<file path="src/sufe_pkg.sv">
// Shared types, constants and the CRC-8 byte update for the stepper UART frame encoder.
// No dependencies.
package sufe_pkg;

    localparam int unsigned FIFO_DEPTH_DEFAULT = 2;

    localparam logic [7:0] READ_SYNC_RESET  = 8'h55;
    localparam logic [7:0] WRITE_SYNC_RESET = 8'h05;
    localparam logic [7:0] NODE_ADDR_RESET  = 8'h00;

    localparam logic [7:0] CRC_POLY   = 8'h07;
    localparam logic [7:0] WRITE_FLAG = 8'h80;

    // Configuration register indexes
    localparam logic [1:0] CFG_READ_SYNC  = 2'd0;
    localparam logic [1:0] CFG_WRITE_SYNC = 2'd1;
    localparam logic [1:0] CFG_NODE_ADDR  = 2'd2;

    // Byte positions in a datagram
    localparam logic [2:0] READ_LAST_IDX  = 3'd3;
    localparam logic [2:0] WRITE_LAST_IDX = 3'd7;

    // One classified request: everything the back end needs to emit the datagram.
    typedef struct packed {
        logic        is_write;
        logic [7:0]  sync_byte;
        logic [7:0]  node_byte;
        logic [7:0]  addr_byte;
        logic [31:0] value;
    } sufe_desc_t;

    // Feed one byte LSB first into the CRC register, examined at its MSB.
    function automatic logic [7:0] crc8_update(input logic [7:0] crc_in,
                                               input logic [7:0] data_in);
        logic [7:0] acc;
        logic [7:0] cur;
        acc = crc_in;
        cur = data_in;
        for (int b = 0; b < 8; b++) begin
            if (acc[7] ^ cur[0]) begin
                acc = {acc[6:0], 1'b0} ^ CRC_POLY;
            end else begin
                acc = {acc[6:0], 1'b0};
            end
            cur = {1'b0, cur[7:1]};
        end
        return acc;
    endfunction

endpackage

</file>
<file path="src/sufe_front.sv">
// Front end: configuration registers, request intake and classification into a descriptor.
// Depends on sufe_pkg.
module sufe_front import sufe_pkg::*; (
    input  logic        aclk,
    input  logic        aresetn,
    input  logic        cfg_valid,
    input  logic [1:0]  cfg_index,
    input  logic [7:0]  cfg_data,
    input  logic        in_valid,
    output logic        in_ready,
    input  logic        in_operation,
    input  logic [6:0]  in_reg_address,
    input  logic [31:0] in_write_value,
    output logic        desc_valid,
    input  logic        desc_ready,
    output sufe_desc_t  desc
);

    logic [7:0] read_sync_reg,  read_sync_next;
    logic [7:0] write_sync_reg, write_sync_next;
    logic [7:0] node_addr_reg,  node_addr_next;
    logic       valid_reg,      valid_next;
    sufe_desc_t desc_reg,       desc_next;

    assign in_ready   = !valid_reg || desc_ready;
    assign desc_valid = valid_reg;
    assign desc       = desc_reg;

    always_comb begin
        read_sync_next  = read_sync_reg;
        write_sync_next = write_sync_reg;
        node_addr_next  = node_addr_reg;
        if (cfg_valid) begin
            case (cfg_index)
                CFG_READ_SYNC:  read_sync_next  = cfg_data;
                CFG_WRITE_SYNC: write_sync_next = cfg_data;
                CFG_NODE_ADDR:  node_addr_next  = cfg_data;
                default: ;
            endcase
        end
    end

    always_comb begin
        valid_next = valid_reg;
        desc_next  = desc_reg;
        if (desc_ready) begin
            valid_next = 1'b0;
        end
        if (in_valid && in_ready) begin
            valid_next         = 1'b1;
            desc_next.is_write = in_operation;
            desc_next.sync_byte = in_operation ? write_sync_reg : read_sync_reg;
            desc_next.node_byte = node_addr_reg;
            desc_next.addr_byte = in_operation ? (WRITE_FLAG | {1'b0, in_reg_address})
                                               : {1'b0, in_reg_address};
            desc_next.value    = in_write_value;
        end
    end

    always_ff @(posedge aclk) begin
        if (!aresetn) begin
            read_sync_reg  <= READ_SYNC_RESET;
            write_sync_reg <= WRITE_SYNC_RESET;
            node_addr_reg  <= NODE_ADDR_RESET;
            valid_reg      <= 1'b0;
        end else begin
            read_sync_reg  <= read_sync_next;
            write_sync_reg <= write_sync_next;
            node_addr_reg  <= node_addr_next;
            valid_reg      <= valid_next;
        end
        desc_reg <= desc_next;
    end

endmodule

</file>
<file path="src/sufe_queue.sv">
// Short descriptor queue between front and back end.
// Depends on sufe_pkg.
module sufe_queue import sufe_pkg::*; #(
    parameter int unsigned DEPTH = FIFO_DEPTH_DEFAULT
) (
    input  logic       aclk,
    input  logic       aresetn,
    input  logic       wr_valid,
    output logic       wr_ready,
    input  sufe_desc_t wr_desc,
    output logic       rd_valid,
    input  logic       rd_ready,
    output sufe_desc_t rd_desc
);

    localparam int unsigned PTR_W = (DEPTH > 1) ? $clog2(DEPTH) : 1;
    localparam int unsigned CNT_W = $clog2(DEPTH + 1);
    localparam logic [PTR_W-1:0] PTR_LAST = PTR_W'(DEPTH - 1);
    localparam logic [CNT_W-1:0] CNT_FULL = CNT_W'(DEPTH);

    sufe_desc_t       mem [DEPTH];
    logic [PTR_W-1:0] wr_ptr_reg, wr_ptr_next;
    logic [PTR_W-1:0] rd_ptr_reg, rd_ptr_next;
    logic [CNT_W-1:0] count_reg,  count_next;
    logic             push, pop;

    assign wr_ready = (count_reg != CNT_FULL);
    assign rd_valid = (count_reg != '0);
    assign rd_desc  = mem[rd_ptr_reg];
    assign push     = wr_valid && wr_ready;
    assign pop      = rd_valid && rd_ready;

    always_comb begin
        wr_ptr_next = wr_ptr_reg;
        rd_ptr_next = rd_ptr_reg;
        count_next  = count_reg;
        if (push) begin
            wr_ptr_next = (wr_ptr_reg == PTR_LAST) ? '0 : wr_ptr_reg + 1'b1;
        end
        if (pop) begin
            rd_ptr_next = (rd_ptr_reg == PTR_LAST) ? '0 : rd_ptr_reg + 1'b1;
        end
        if (push && !pop) begin
            count_next = count_reg + 1'b1;
        end else if (pop && !push) begin
            count_next = count_reg - 1'b1;
        end
    end

    always_ff @(posedge aclk) begin
        if (!aresetn) begin
            wr_ptr_reg <= '0;
            rd_ptr_reg <= '0;
            count_reg  <= '0;
        end else begin
            wr_ptr_reg <= wr_ptr_next;
            rd_ptr_reg <= rd_ptr_next;
            count_reg  <= count_next;
        end
        if (push) begin
            mem[wr_ptr_reg] <= wr_desc;
        end
    end

endmodule

</file>
<file path="src/sufe_back.sv">
// Back end: walks one descriptor byte by byte, folds each byte into the CRC,
// and drives the registered output stage. Depends on sufe_pkg.
module sufe_back import sufe_pkg::*; (
    input  logic       aclk,
    input  logic       aresetn,
    input  logic       desc_valid,
    output logic       desc_ready,
    input  sufe_desc_t desc,
    output logic       out_valid,
    input  logic       out_ready,
    output logic [7:0] out_byte,
    output logic       out_last
);

    sufe_desc_t cur_reg,      cur_next;
    logic       busy_reg,     busy_next;
    logic [2:0] idx_reg,      idx_next;
    logic [7:0] crc_reg,      crc_next;
    logic       oval_reg,     oval_next;
    logic [7:0] obyte_reg,    obyte_next;
    logic       olast_reg,    olast_next;

    logic       slot_free, emit, at_last;
    logic [2:0] last_idx;
    logic [7:0] body_byte, emit_byte;

    assign out_valid = oval_reg;
    assign out_byte  = obyte_reg;
    assign out_last  = olast_reg;

    assign slot_free  = !oval_reg || out_ready;
    assign emit       = busy_reg && slot_free;
    assign last_idx   = cur_reg.is_write ? WRITE_LAST_IDX : READ_LAST_IDX;
    assign at_last    = (idx_reg == last_idx);
    assign desc_ready = !busy_reg || (emit && at_last);

    always_comb begin
        case (idx_reg)
            3'd0:    body_byte = cur_reg.sync_byte;
            3'd1:    body_byte = cur_reg.node_byte;
            3'd2:    body_byte = cur_reg.addr_byte;
            3'd3:    body_byte = cur_reg.value[31:24];
            3'd4:    body_byte = cur_reg.value[23:16];
            3'd5:    body_byte = cur_reg.value[15:8];
            3'd6:    body_byte = cur_reg.value[7:0];
            default: body_byte = cur_reg.value[7:0];
        endcase
        emit_byte = at_last ? crc_reg : body_byte;
    end

    always_comb begin
        cur_next   = cur_reg;
        busy_next  = busy_reg;
        idx_next   = idx_reg;
        crc_next   = crc_reg;
        oval_next  = oval_reg;
        obyte_next = obyte_reg;
        olast_next = olast_reg;

        if (out_ready) begin
            oval_next = 1'b0;
        end
        if (emit) begin
            oval_next  = 1'b1;
            obyte_next = emit_byte;
            olast_next = at_last;
            crc_next   = crc8_update(crc_reg, emit_byte);
            idx_next   = idx_reg + 1'b1;
            if (at_last) begin
                busy_next = 1'b0;
            end
        end
        if (desc_valid && desc_ready) begin
            cur_next  = desc;
            busy_next = 1'b1;
            idx_next  = '0;
            crc_next  = '0;
        end
    end

    always_ff @(posedge aclk) begin
        if (!aresetn) begin
            busy_reg <= 1'b0;
            oval_reg <= 1'b0;
            idx_reg  <= '0;
            crc_reg  <= '0;
        end else begin
            busy_reg <= busy_next;
            oval_reg <= oval_next;
            idx_reg  <= idx_next;
            crc_reg  <= crc_next;
        end
        cur_reg   <= cur_next;
        obyte_reg <= obyte_next;
        olast_reg <= olast_next;
    end

endmodule

</file>
<file path="src/stepper_uart_frame_encoder.sv">
// Stepper-driver single-wire UART datagram encoder (read: 4 bytes, write: 8 bytes, CRC-8 last).
// A request passes the front-end register, the queue, the back-end descriptor register and the
// output register before its first byte shows on m_tvalid. Throughput: one byte per cycle
// while m_tready does not stall the output; datagrams follow one another with no gap bytes.
// Reset (aresetn, synchronous, active low): queue and pipeline empty, sync bytes 0x55/0x05,
// node address 0x00. Configuration is always ready.
module stepper_uart_frame_encoder import sufe_pkg::*; #(
    parameter int unsigned FIFO_DEPTH = FIFO_DEPTH_DEFAULT
) (
    input  logic        aclk,
    input  logic        aresetn,

    // Configuration write channel
    input  logic        cfg_valid,
    output logic        cfg_ready,
    input  logic [1:0]  cfg_index,   // 0 read sync, 1 write sync, 2 node address
    input  logic [7:0]  cfg_data,

    // Request stream
    input  logic        s_tvalid,
    output logic        s_tready,
    input  logic [39:0] s_tdata,     // [6:0] reg_address, [38:7] write_value, [39] zero pad
    input  logic        s_tuser,     // [0] operation: 0 read, 1 write

    // Datagram byte stream
    output logic        m_tvalid,
    input  logic        m_tready,
    output logic [7:0]  m_tdata,     // [7:0] frame_byte
    output logic        m_tlast      // last_byte: high on the CRC byte
);

    sufe_desc_t front_desc, queue_desc;
    logic       front_valid, front_ready;
    logic       queue_valid, queue_ready;

    // Config registers live in the front end and take every write to indexes 0 to 2 immediately; index 3 is ignored.
    assign cfg_ready = 1'b1;

    // Front end: latches the request and resolves sync byte, node and address byte.
    sufe_front u_front (
        .aclk           (aclk),
        .aresetn        (aresetn),
        .cfg_valid      (cfg_valid),
        .cfg_index      (cfg_index),
        .cfg_data       (cfg_data),
        .in_valid       (s_tvalid),
        .in_ready       (s_tready),
        .in_operation   (s_tuser),
        .in_reg_address (s_tdata[6:0]),
        .in_write_value (s_tdata[38:7]),
        .desc_valid     (front_valid),
        .desc_ready     (front_ready),
        .desc           (front_desc)
    );

    // Decouples intake from the byte-serial back end.
    sufe_queue #(
        .DEPTH (FIFO_DEPTH)
    ) u_queue (
        .aclk     (aclk),
        .aresetn  (aresetn),
        .wr_valid (front_valid),
        .wr_ready (front_ready),
        .wr_desc  (front_desc),
        .rd_valid (queue_valid),
        .rd_ready (queue_ready),
        .rd_desc  (queue_desc)
    );

    // Back end: one byte per cycle unless m_tready stalls the output, CRC built on the fly, next datagram loaded
    // in the same cycle the CRC byte goes out.
    sufe_back u_back (
        .aclk       (aclk),
        .aresetn    (aresetn),
        .desc_valid (queue_valid),
        .desc_ready (queue_ready),
        .desc       (queue_desc),
        .out_valid  (m_tvalid),
        .out_ready  (m_tready),
        .out_byte   (m_tdata),
        .out_last   (m_tlast)
    );

endmodule
</file>
<file path="config.mk">
export PLATFORM = sky130hd
export DESIGN_NAME = stepper_uart_frame_encoder
export DESIGN_NICKNAME = d
export VERILOG_FILES = /design/src/sufe_pkg.sv /design/src/sufe_front.sv /design/src/sufe_queue.sv /design/src/sufe_back.sv /design/src/stepper_uart_frame_encoder.sv
export SDC_FILE = /design/constraint.sdc
export NUM_CORES = 1
export LEC_CHECK = 0
export CAP_MARGIN = 20
export CORE_MARGIN = 2
export CORE_UTILIZATION = 55
export CTS_CLUSTER_DIAMETER = 200
export DETAILED_ROUTE_END_ITERATION = 16
export DONT_BUFFER_PORTS = 1
export GPL_ROUTABILITY_DRIVEN = 0
export PLACE_DENSITY = 0.75
export SLEW_MARGIN = 20
export SYNTH_ARGS = -nofsm -noshare
export SYNTH_HDL_FRONTEND = slang
export SYNTH_SLANG_ARGS = --single-unit
</file>
<file path="constraint.sdc">
create_clock -name aclk -period 5.32 [get_ports aclk]
set_clock_uncertainty 0.2 [all_clocks]
set_input_delay 1.064 -clock aclk [delete_from_list [all_inputs] [get_ports aclk]]
set_output_delay 1.064 -clock aclk [all_outputs]
set_load 0.005 [all_outputs]
</file>
==> results.toml, run 1 <==
[outcome]
status = "completed"

[sta]
min_period_ns = 3.92
setup_viol = 0
fmax_ghz = 0.255
whs_ns = 0.239
worst_pin_slew_ns = 0.968
setup-tns-final_ns = 0
maxSlewViolCount = 0
relSlewSlack_pct = 35.5
period_share_pct = 73.6
finalHoldViolCount = 0
rsz0062_at_grt = "no"

[synth]
yosys_most_used_dff = "edfxtp_1"
synth_fa_ha_area_share_pct = 0.712
synth_xor_area_share_pct = 2.48
synth_compound_area_share_pct = 5.50
syn_area_sq_um = 10500
syn_inst = 614
syn_nets = 676
synth_top_family_by_area = "multiplexers"
ys_seq_area_share_pct = 74.4
synth.top_cell.area_share_pct = 66.4
yosysMostFrequentCell = "edfxtp_1"
yosysTopAreaCell = "edfxtp_1"
yosys_warnings = 0
synth-simple-area-share_pct = 5.16
muxShareOfSynthArea_pct = 10.1
synth-edff-count = 233
ys_ff_latch = 275
async_flop_share_pct = 0
postSynthAreaPerCell_sq_um = 17.2
synthTopCellsByCount = "233 x edfxtp_1, 66 x mux2_2, 42 x dfxtp_1"
ys_top_cells_by_area = "edfxtp_1 66%, dfxtp_1 8.0%, mux2_2 7.1%"
yosys.cell_types.count = 64

[pwr]
p_leak_uw = 0.00397
pwr_density_cell_nw_per_um2 = 551
ir_drop_v = 0.000269
power.total_uw = 6400

[clock_network]
clk_latency_ns = 0.52
cts.sinks = 275
cts_root_buf = "clkbuf_16"
cts_tree = "built"
hold_buffers = 0
clk_path_buf_depth = 3
h-tree-depth = 1
cts_buffers = 27
clk_pin_slew_worst_paths_ns = 0.06
cts.repair.resized = 0
cts_setup_buffers = 0

[global_route]
grtUsageTotal_pct = 17.7
antenna_found_initial = 0
grt_pass1_vias = 5261
grt.overflow.total = 0
grt_pass1_wl_um = 28000
grt_max_degree = 58

[setup_path]
start_kind = "register"
cp_cell_sequence = "ha_1 -> ha_1 -> or2_1 -> nor3_1 -> nor3_1 -> a211oi_1 -> xnor3_1 -> or3_1 -> a21oi_1"
rr_worst_depth = 9
crit_path_end_kind = "register"
critPathKind = "reg2reg"
slowest_delay_ns = 0.59
r2r-end = "u_back.crc_reg[4]"
r2r_setup_slack_ns = 1.40
rr_startpoint = "u_back.idx_reg[0]"
required_ns = 5.56
slowest_stage = "nor3_1"
arrival_ns = 4.15
path_max_fanout = 12

[cells_and_area]
regArea_sq_um = 7840
nets = 683
largest_reg_flops = 112
drive_gt1_share_pct = 19.8
multi_input_area_sq_um = 2540
fillers = 1328
n_antenna_cell = 0
synthToLayoutAreaGrowth_pct = 10.2
final_util_pct = 61.9

[route]
routed_wl_um = 17500
dr.pass1.iters = 7
ant_nets = 0
wl_per_cell_um = 20.0
dr_total_vias = 5166
drt_iter0_markers = 409
avgViaCountPerCell = 5.90
drc = 0

[floorplan]
core_area_sq_um = 18800
die_h_um = 142
rows = 50
io_pins = 68
start_util_pct = 56.2
dieArea_sq_um = 20300
fp.dieW_um = 142

[place]
io_buffers = 0
hpwl_um = 10900

[worst_hold_path]
min_from = "u_front.node_addr_reg[6]"
holdPathStages = 0
min_path_type = "reg2reg"
whs_endpoint = "u_front.desc[46]"

[flow_run]
max-cap-violations = 0
## area by class of cell
| class | instances | area share (%) |
|---|---|---|
| Sequential cell | 275 | 67.5 |
| Multi-Input combinational cell | 299 | 21.9 |
| Clock buffer | 33 | 6.10 |
| Timing Repair Buffer | 6 | 0.388 |
| Tap cell | 234 | 2.52 |
| Clock inverter | 16 | 1.28 |
| Inverter | 12 | 0.398 |
## layout by cell type, fill, tap and decap left out, types with 3 or more instances in the layout
cell type	n
edfxtp_1	233
mux2_2	66
dfxtp_1	41
mux2i_1	31
clkbuf_16	27
nand2_1	21
nor2b_1	19
o21ai_0	16
nor2_1	14
inv_1	10
clkinv_2	8
a22oi_1	8
a21oi_1	7
xor2_1	7
nor3_1	6
and2_1	6
ha_1	6
buf_4	6
nand2b_1	5
a32oi_1	5
or3_1	5
xnor2_1	5
xnor3_1	5
clkbuf_1	5
nand3_1	4
nor4_1	4
o211ai_1	4
o41ai_1	4
nand3b_1	3
a21boi_0	3
clkinv_1	3
## critical path, delay by kind of cell (launching register included)
family	cells	cell delay, ns
compound gates	2	0.73
fa+ha+maj	2	0.78
flops	1	0.35
simple gates	4	1.45
xor+xnor	1	0.32
## cells by family after synthesis
kind of cell               Yosys count
AOI/OAI and AO/OA                   75
DFF                                275
and+or+nand+nor                    100
other                                1
muxes                               98
xor gates and xnor gates            19
adders and majority gates            6
buffers and inverters               40
## per-layer routing
| layer | wire [um] | track usage (%) | vias up |
|---|---|---|---|
| met5 | 0 | 0 | - |
| met2 | 8730 | 29.7 | 163 |
| li1 | - | - | 2380 |
| met1 | 7600 | 23.8 | 2604 |
| met4 | 245 | 4.85 | 0 |
| met3 | 969 | 3.50 | 19 |
## worst max-delay path by stage
stage,start,cells past startpoint,to
floorplan,u_queue.count_reg[0],3,u_queue.mem[0][0]
global route,u_back.idx_reg[0],9,u_back.crc_reg[4]
CTS,u_back.idx_reg[0],9,u_back.crc_reg[4]
finish,u_back.idx_reg[0],9,u_back.crc_reg[4]
detailed placement,u_back.idx_reg[0],9,u_back.crc_reg[4]
global placement,u_back.idx_reg[0],9,u_back.crc_reg[4]
## through the flow
stage | cells | instance area (sq um) | setup slack [ns]
floorplan | 614 | 10500 | 1.67
global placement | 826 | 10800 | 1.63
detailed placement | 826 | 10800 | 1.45
CTS | 875 | 11600 | 1.42
global route | 875 | 11600 | 1.23
finish | 875 | 11600 | 1.40
## report_power, final
group / total (uW) / leakage [uW] / switching (uW) / internal [uW]
Combinational: 1620 / 0.00102 / 882 / 741
Clock: 1800 / 0.000426 / 752 / 1050
Sequential: 2980 / 0.00253 / 165 / 2810
Note: power is estimated with default switching activity, not from simulation.
==> run 2, diff against run 1 <==
- PLACE_DENSITY: 0.75 -> 0.78
- clock period: 5.32 -> 3.2 ns (I/O delays scaled with it)
==> run 2 against run 1 <==
  * Global-route usage rose by 0.52 points
  * Highest routed layer unchanged
  * Non-clock buffer count is 54 higher
  * Via count up 4.1%
  * Core utilization grew 3.7 points
==> results.toml, run 2 (synthesis gave the netlist of run 1 again) <==
[outcome]
status = "completed"

[clock_network]
clk_path_buf_depth = 3
cts.sinks = 275
h-tree-depth = 1
cts_tree = "built"
cts_buffers = 27
clk_pin_slew_worst_paths_ns = 0.07
clk_latency_ns = 0.52
cts_root_buf = "clkbuf_16"

[cells_and_area]
final_common_cell = "edfxtp_1"
n_antenna_cell = 0
fillers = 1228
final_cell_mix = "233 x edfxtp_1, 66 x mux2_2, 38 x dfxtp_1, 31 x mux2i_1, 31 x clkbuf_16"
final_util_pct = 65.6
largest_reg_flops = 112
drive_gt1_share_pct = 24.5
fin_area_sq_um = 12300
nets = 737
synthToLayoutAreaGrowth_pct = 16.8

[sta]
fmax_ghz = 0.319
maxSlewViolCount = 0
worst_pin_slew_ns = 0.658
period_share_pct = 98.1
setup_viol = 0
min_period_ns = 3.14
relSlewSlack_pct = 56.1
whs_ns = 0.0220
finalHoldViolCount = 0

[setup_path]
crit_path_start = "u_back.idx_reg[0]"
required_ns = 3.45
crit_path_end_kind = "register"
critPathKind = "reg2reg"
arrival_ns = 3.39
start_kind = "register"
rr_worst_depth = 9
rr_startpoint = "u_back.idx_reg[0]"
path_max_fanout = 10

[floorplan]
die_h_um = 142
dieArea_sq_um = 20300
io_pins = 68
fp.dieW_um = 142
rows = 50
core_area_sq_um = 18800
start_util_pct = 56.2

[route]
routed_wl_um = 18600
wl_per_cell_um = 20.0
dr.pass1.iters = 5
drt_iter0_markers = 517
ant_nets = 0
avgViaCountPerCell = 5.79
drc = 0
dr_total_vias = 5376

[pwr]
p_leak_uw = 0.00428
power.total_uw = 11500
ir_drop_v = 0.000489
pwr_density_cell_nw_per_um2 = 934

[worst_hold_path]
holdPathStages = 0
min_path_type = "in2reg"
min_from = "s_tdata[16]"

[place]
placed_area_sq_um = 11000
io_buffers = 0
hpwl_um = 11700

[flow_run]
max-cap-violations = 0

[global_route]
grt_pass1_vias = 5445
grt_max_degree = 57
grt_pass1_wl_um = 28800
grtUsageTotal_pct = 18.2
grt.overflow.total = 0
antenna_found_initial = 0
[run 2: metrics by stage]
| stage | setup TNS, ns | std cells | setup WS (ns) |
|---|---|---|---|
| 2_1_floorplan | 0 | 614 | 0.117 |
| 3_3_place_gp | 0 | 846 | 0.0929 |
| 3_5_place_dp | -0.106 | 846 | -0.0342 |
| 5_1_grt | -0.0306 | 929 | -0.0251 |
| 4_1_cts | 0 | 912 | 0.00653 |
| 6_report | 0 | 929 | 0.0613 |
[run 2: worst max-delay path, stage by stage (launching register included)]
cell and delay, ns:
dfxtp_2 0.34, ha_1 0.23, ha_1 0.23, or2_1 0.26
or3_4 0.41, o21a_4 0.24, a311oi_4 0.32, xnor3_1 0.39
or3_1 0.31, a21oi_1 0.16
[run 2: per-layer routing]
metal / vias to the layer above / part of all wire [%] / GRT usage, % / routed length, um
met5: - / 0 / 0 / 0
met4: 0 / 3.0 / 7.24 / 553
met3: 57 / 6.5 / 4.37 / 1210
met2: 217 / 50 / 30.1 / 9350
met1: 2622 / 40 / 23.4 / 7480
li1: 2480 / - / - / -
[run 2: worst paths after layout]
check             slack, ns           endpoint
hold reg to reg        0.23   u_front.desc[43]
hold / removal         0.02    u_front.desc[9]
setup / recovery       0.06  u_back.crc_reg[4]
setup reg to reg       0.06  u_back.crc_reg[4]
[run 2: area by class of cell]
cell class / count / area, sq um / share of cell area, %
Multi-Input combinational cell: 299 / 2580 / 21.0
Tap cell: 234 / 293 / 2.38
Inverter: 12 / 51.3 / 0.417
Sequential cell: 275 / 7840 / 63.7
Clock buffer: 34 / 801 / 6.50
Timing Repair Buffer: 60 / 572 / 4.64
Clock inverter: 15 / 171 / 1.39
[run 2: power by group]
group / internal, uW / switching (uW)
logic: 1650 / 1560
registers: 4660 / 319
clock network: 2020 / 1290
[run 2: timing repair]
action / 4_1_cts / 5_1_grt
setup endpoints to repair: 4 / 7
pin swaps: 3 / 8
hold endpoints to repair: 20 / 12
setup buffers: 2 / 5
hold buffers: 15 / 12
gates resized for setup: 4 / 12
==> run 3, diff against run 2 <==
- CTS_BUF_LIST: unset -> sky130_fd_sc_hd__clkbuf_4 sky130_fd_sc_hd__clkbuf_8 sky130_fd_sc_hd__clkbuf_16
- CTS_CLUSTER_SIZE: unset -> 16
- SLEW_MARGIN: 20 -> 30
==> run 3 against run 2 <==
  * Highest routed layer unchanged
  * Design area decreased by 4.9%
  * Wire length is 1.6% lower
  * Sequential share of layout area grew 3.3 points
  * Register-to-register slack improved by 0.04 ns
  * Combinational power down 5%
  * Power decreased by 8.5%
  * Worst hold slack lost 0.0011 ns
  * Flip-flop and latch count unchanged
  * Count of clock-buffer cells in the layout grew 2
  * Via count is 3.5% lower
  * Clock power is 25% lower
  * Global-route usage about the same
==> results.toml, run 3 (synthesis gave the netlist of run 1 again) <==
[outcome]
status = "completed"

[sta]
rsz0062_at_grt = "no"
min_period_ns = 3.10
fmax_ghz = 0.323
setup_viol = 0
fin_ws_ns = 0.103
worst_pin_slew_ns = 0.665
period_share_pct = 96.8
relSlewSlack_pct = 55.6
whs_ns = 0.0209
finalHoldViolCount = 0
maxSlewViolCount = 0

[pwr]
p_int_uw = 7560
p_seq_share_pct = 47.4
pwr_density_cell_nw_per_um2 = 899
p_leak_uw = 0.00402
p_switching_uw = 2960
sw_frac_of_total_pct = 28.2
ir_drop_v = 0.000424
p_clk_share_pct = 23.6
p_comb_share_pct = 29.0

[clock_network]
cts_buffers = 21
cts_tree = "built"
clk_pin_slew_worst_paths_ns = 0.07
clk_latency_ns = 0.50
h-tree-depth = 1
cts_root_buf = "clkbuf_16"
clk_path_buf_depth = 3
cts.sinks = 275

[setup_path]
start_kind = "register"
rr_startpoint = "u_back.idx_reg[0]"
crit_path_start = "u_back.idx_reg[0]"
arrival_ns = 3.32
crit_path_end_kind = "register"
required_ns = 3.43
path_max_fanout = 4
critPathKind = "reg2reg"

[flow_run]
max-cap-violations = 0

[route]
wl_per_cell_um = 20.6
avgViaCountPerCell = 5.85
dr.pass1.iters = 5
drt_iter0_markers = 383
drc = 0
dr_total_vias = 5186
ant_nets = 0
routed_wl_um = 18300

[worst_hold_path]
min_from = "aresetn"
min_path_type = "in2reg"

[global_route]
grt_max_degree = 57
antenna_found_initial = 0
grt_pass1_vias = 5407
grtUsageTotal_pct = 18.2
grt_pass1_wl_um = 28700
grt.overflow.total = 0

[floorplan]
start_util_pct = 56.2
io_pins = 68
dieArea_sq_um = 20300
fp.dieW_um = 142
rows = 50
core_area_sq_um = 18800
die_h_um = 142

[place]
dp_slack_ns = -0.0342
io_buffers = 0
hpwl_um = 11700

[cells_and_area]
nets = 701
synthToLayoutAreaGrowth_pct = 11.1
final_cell_mix = "233 x edfxtp_1, 66 x mux2_2, 38 x dfxtp_1, 31 x mux2i_1, 23 x buf_4"
final_common_cell = "edfxtp_1"
drive_gt1_share_pct = 23.9
final_util_pct = 62.4
n_antenna_cell = 0
largest_reg_flops = 112
[run 3: power groups by stage]
stage	combinational [uW]	clock (uW)	sequential, uW
after floorplan	2170	0	4910
after global placement	2750	0	5010
after detailed placement	2870	0	5040
after CTS	2940	2540	4980
after global routing	3280	2660	5040
final	3050	2490	4990
[run 3: layout make-up]
cell class | instances | area [sq um]
Clock inverter | 1 | 16.3
Sequential cell | 275 | 7840
Tap cell | 234 | 293
Timing Repair Buffer | 30 | 284
Inverter | 12 | 48.8
Clock buffer | 36 | 638
Fill cell | 1295 | 7060
Multi-Input combinational cell | 299 | 2590
[run 3: worst max-delay path: stages (launching register included)]
cell and delay (ns):
dfxtp_2 0.35, ha_2 0.20, ha_1 0.22, or2_1 0.25, or4b_4 0.50, a31oi_4 0.29
xor2_4 0.23, xnor3_1 0.34, or3_1 0.33, a21oi_2 0.12
[run 3: path summary, 6_finish.rpt]
kind              slack (ns)  cells after the start                        end
setup / recovery        0.10                      9          u_back.crc_reg[1]
hold / removal          0.02                      1  u_front.write_sync_reg[2]
setup reg to reg        0.10                      9          u_back.crc_reg[1]
hold reg to reg         0.23                      0           u_front.desc[43]
[run 3: layer usage]
| layer | vias up | part of all wire [%] | GRT usage, % |
|---|---|---|---|
| li1 | 2404 | - | - |
| met1 | 2576 | 41 | 22.9 |
| met2 | 168 | 51 | 31.5 |
| met3 | 38 | 5.7 | 4.34 |
| met4 | 0 | 2.3 | 5.63 |
| met5 | - | 0 | 0 |
[run 3: metrics by stage]
stage	total power [uW]	instance area, sq um	setup TNS [ns]	std cells
3_3_place_gp	7760	11000	0	846
4_1_cts	10500	11700	0	884
6_report	10500	11700	0	887
3_5_place_dp	7910	11000	-0.106	846
2_1_floorplan	7080	10500	0	614
5_1_grt	11000	11700	0	887
[run 3: timing repair]
action                                  CTS  global route
cloned                                    0             0
endpoints found under the setup margin    4             7
endpoints found under the hold margin     3             1
pin swaps                                 3             5
hold buffers                              1             1
gates resized for setup                   5            12
setup buffers                             0             2
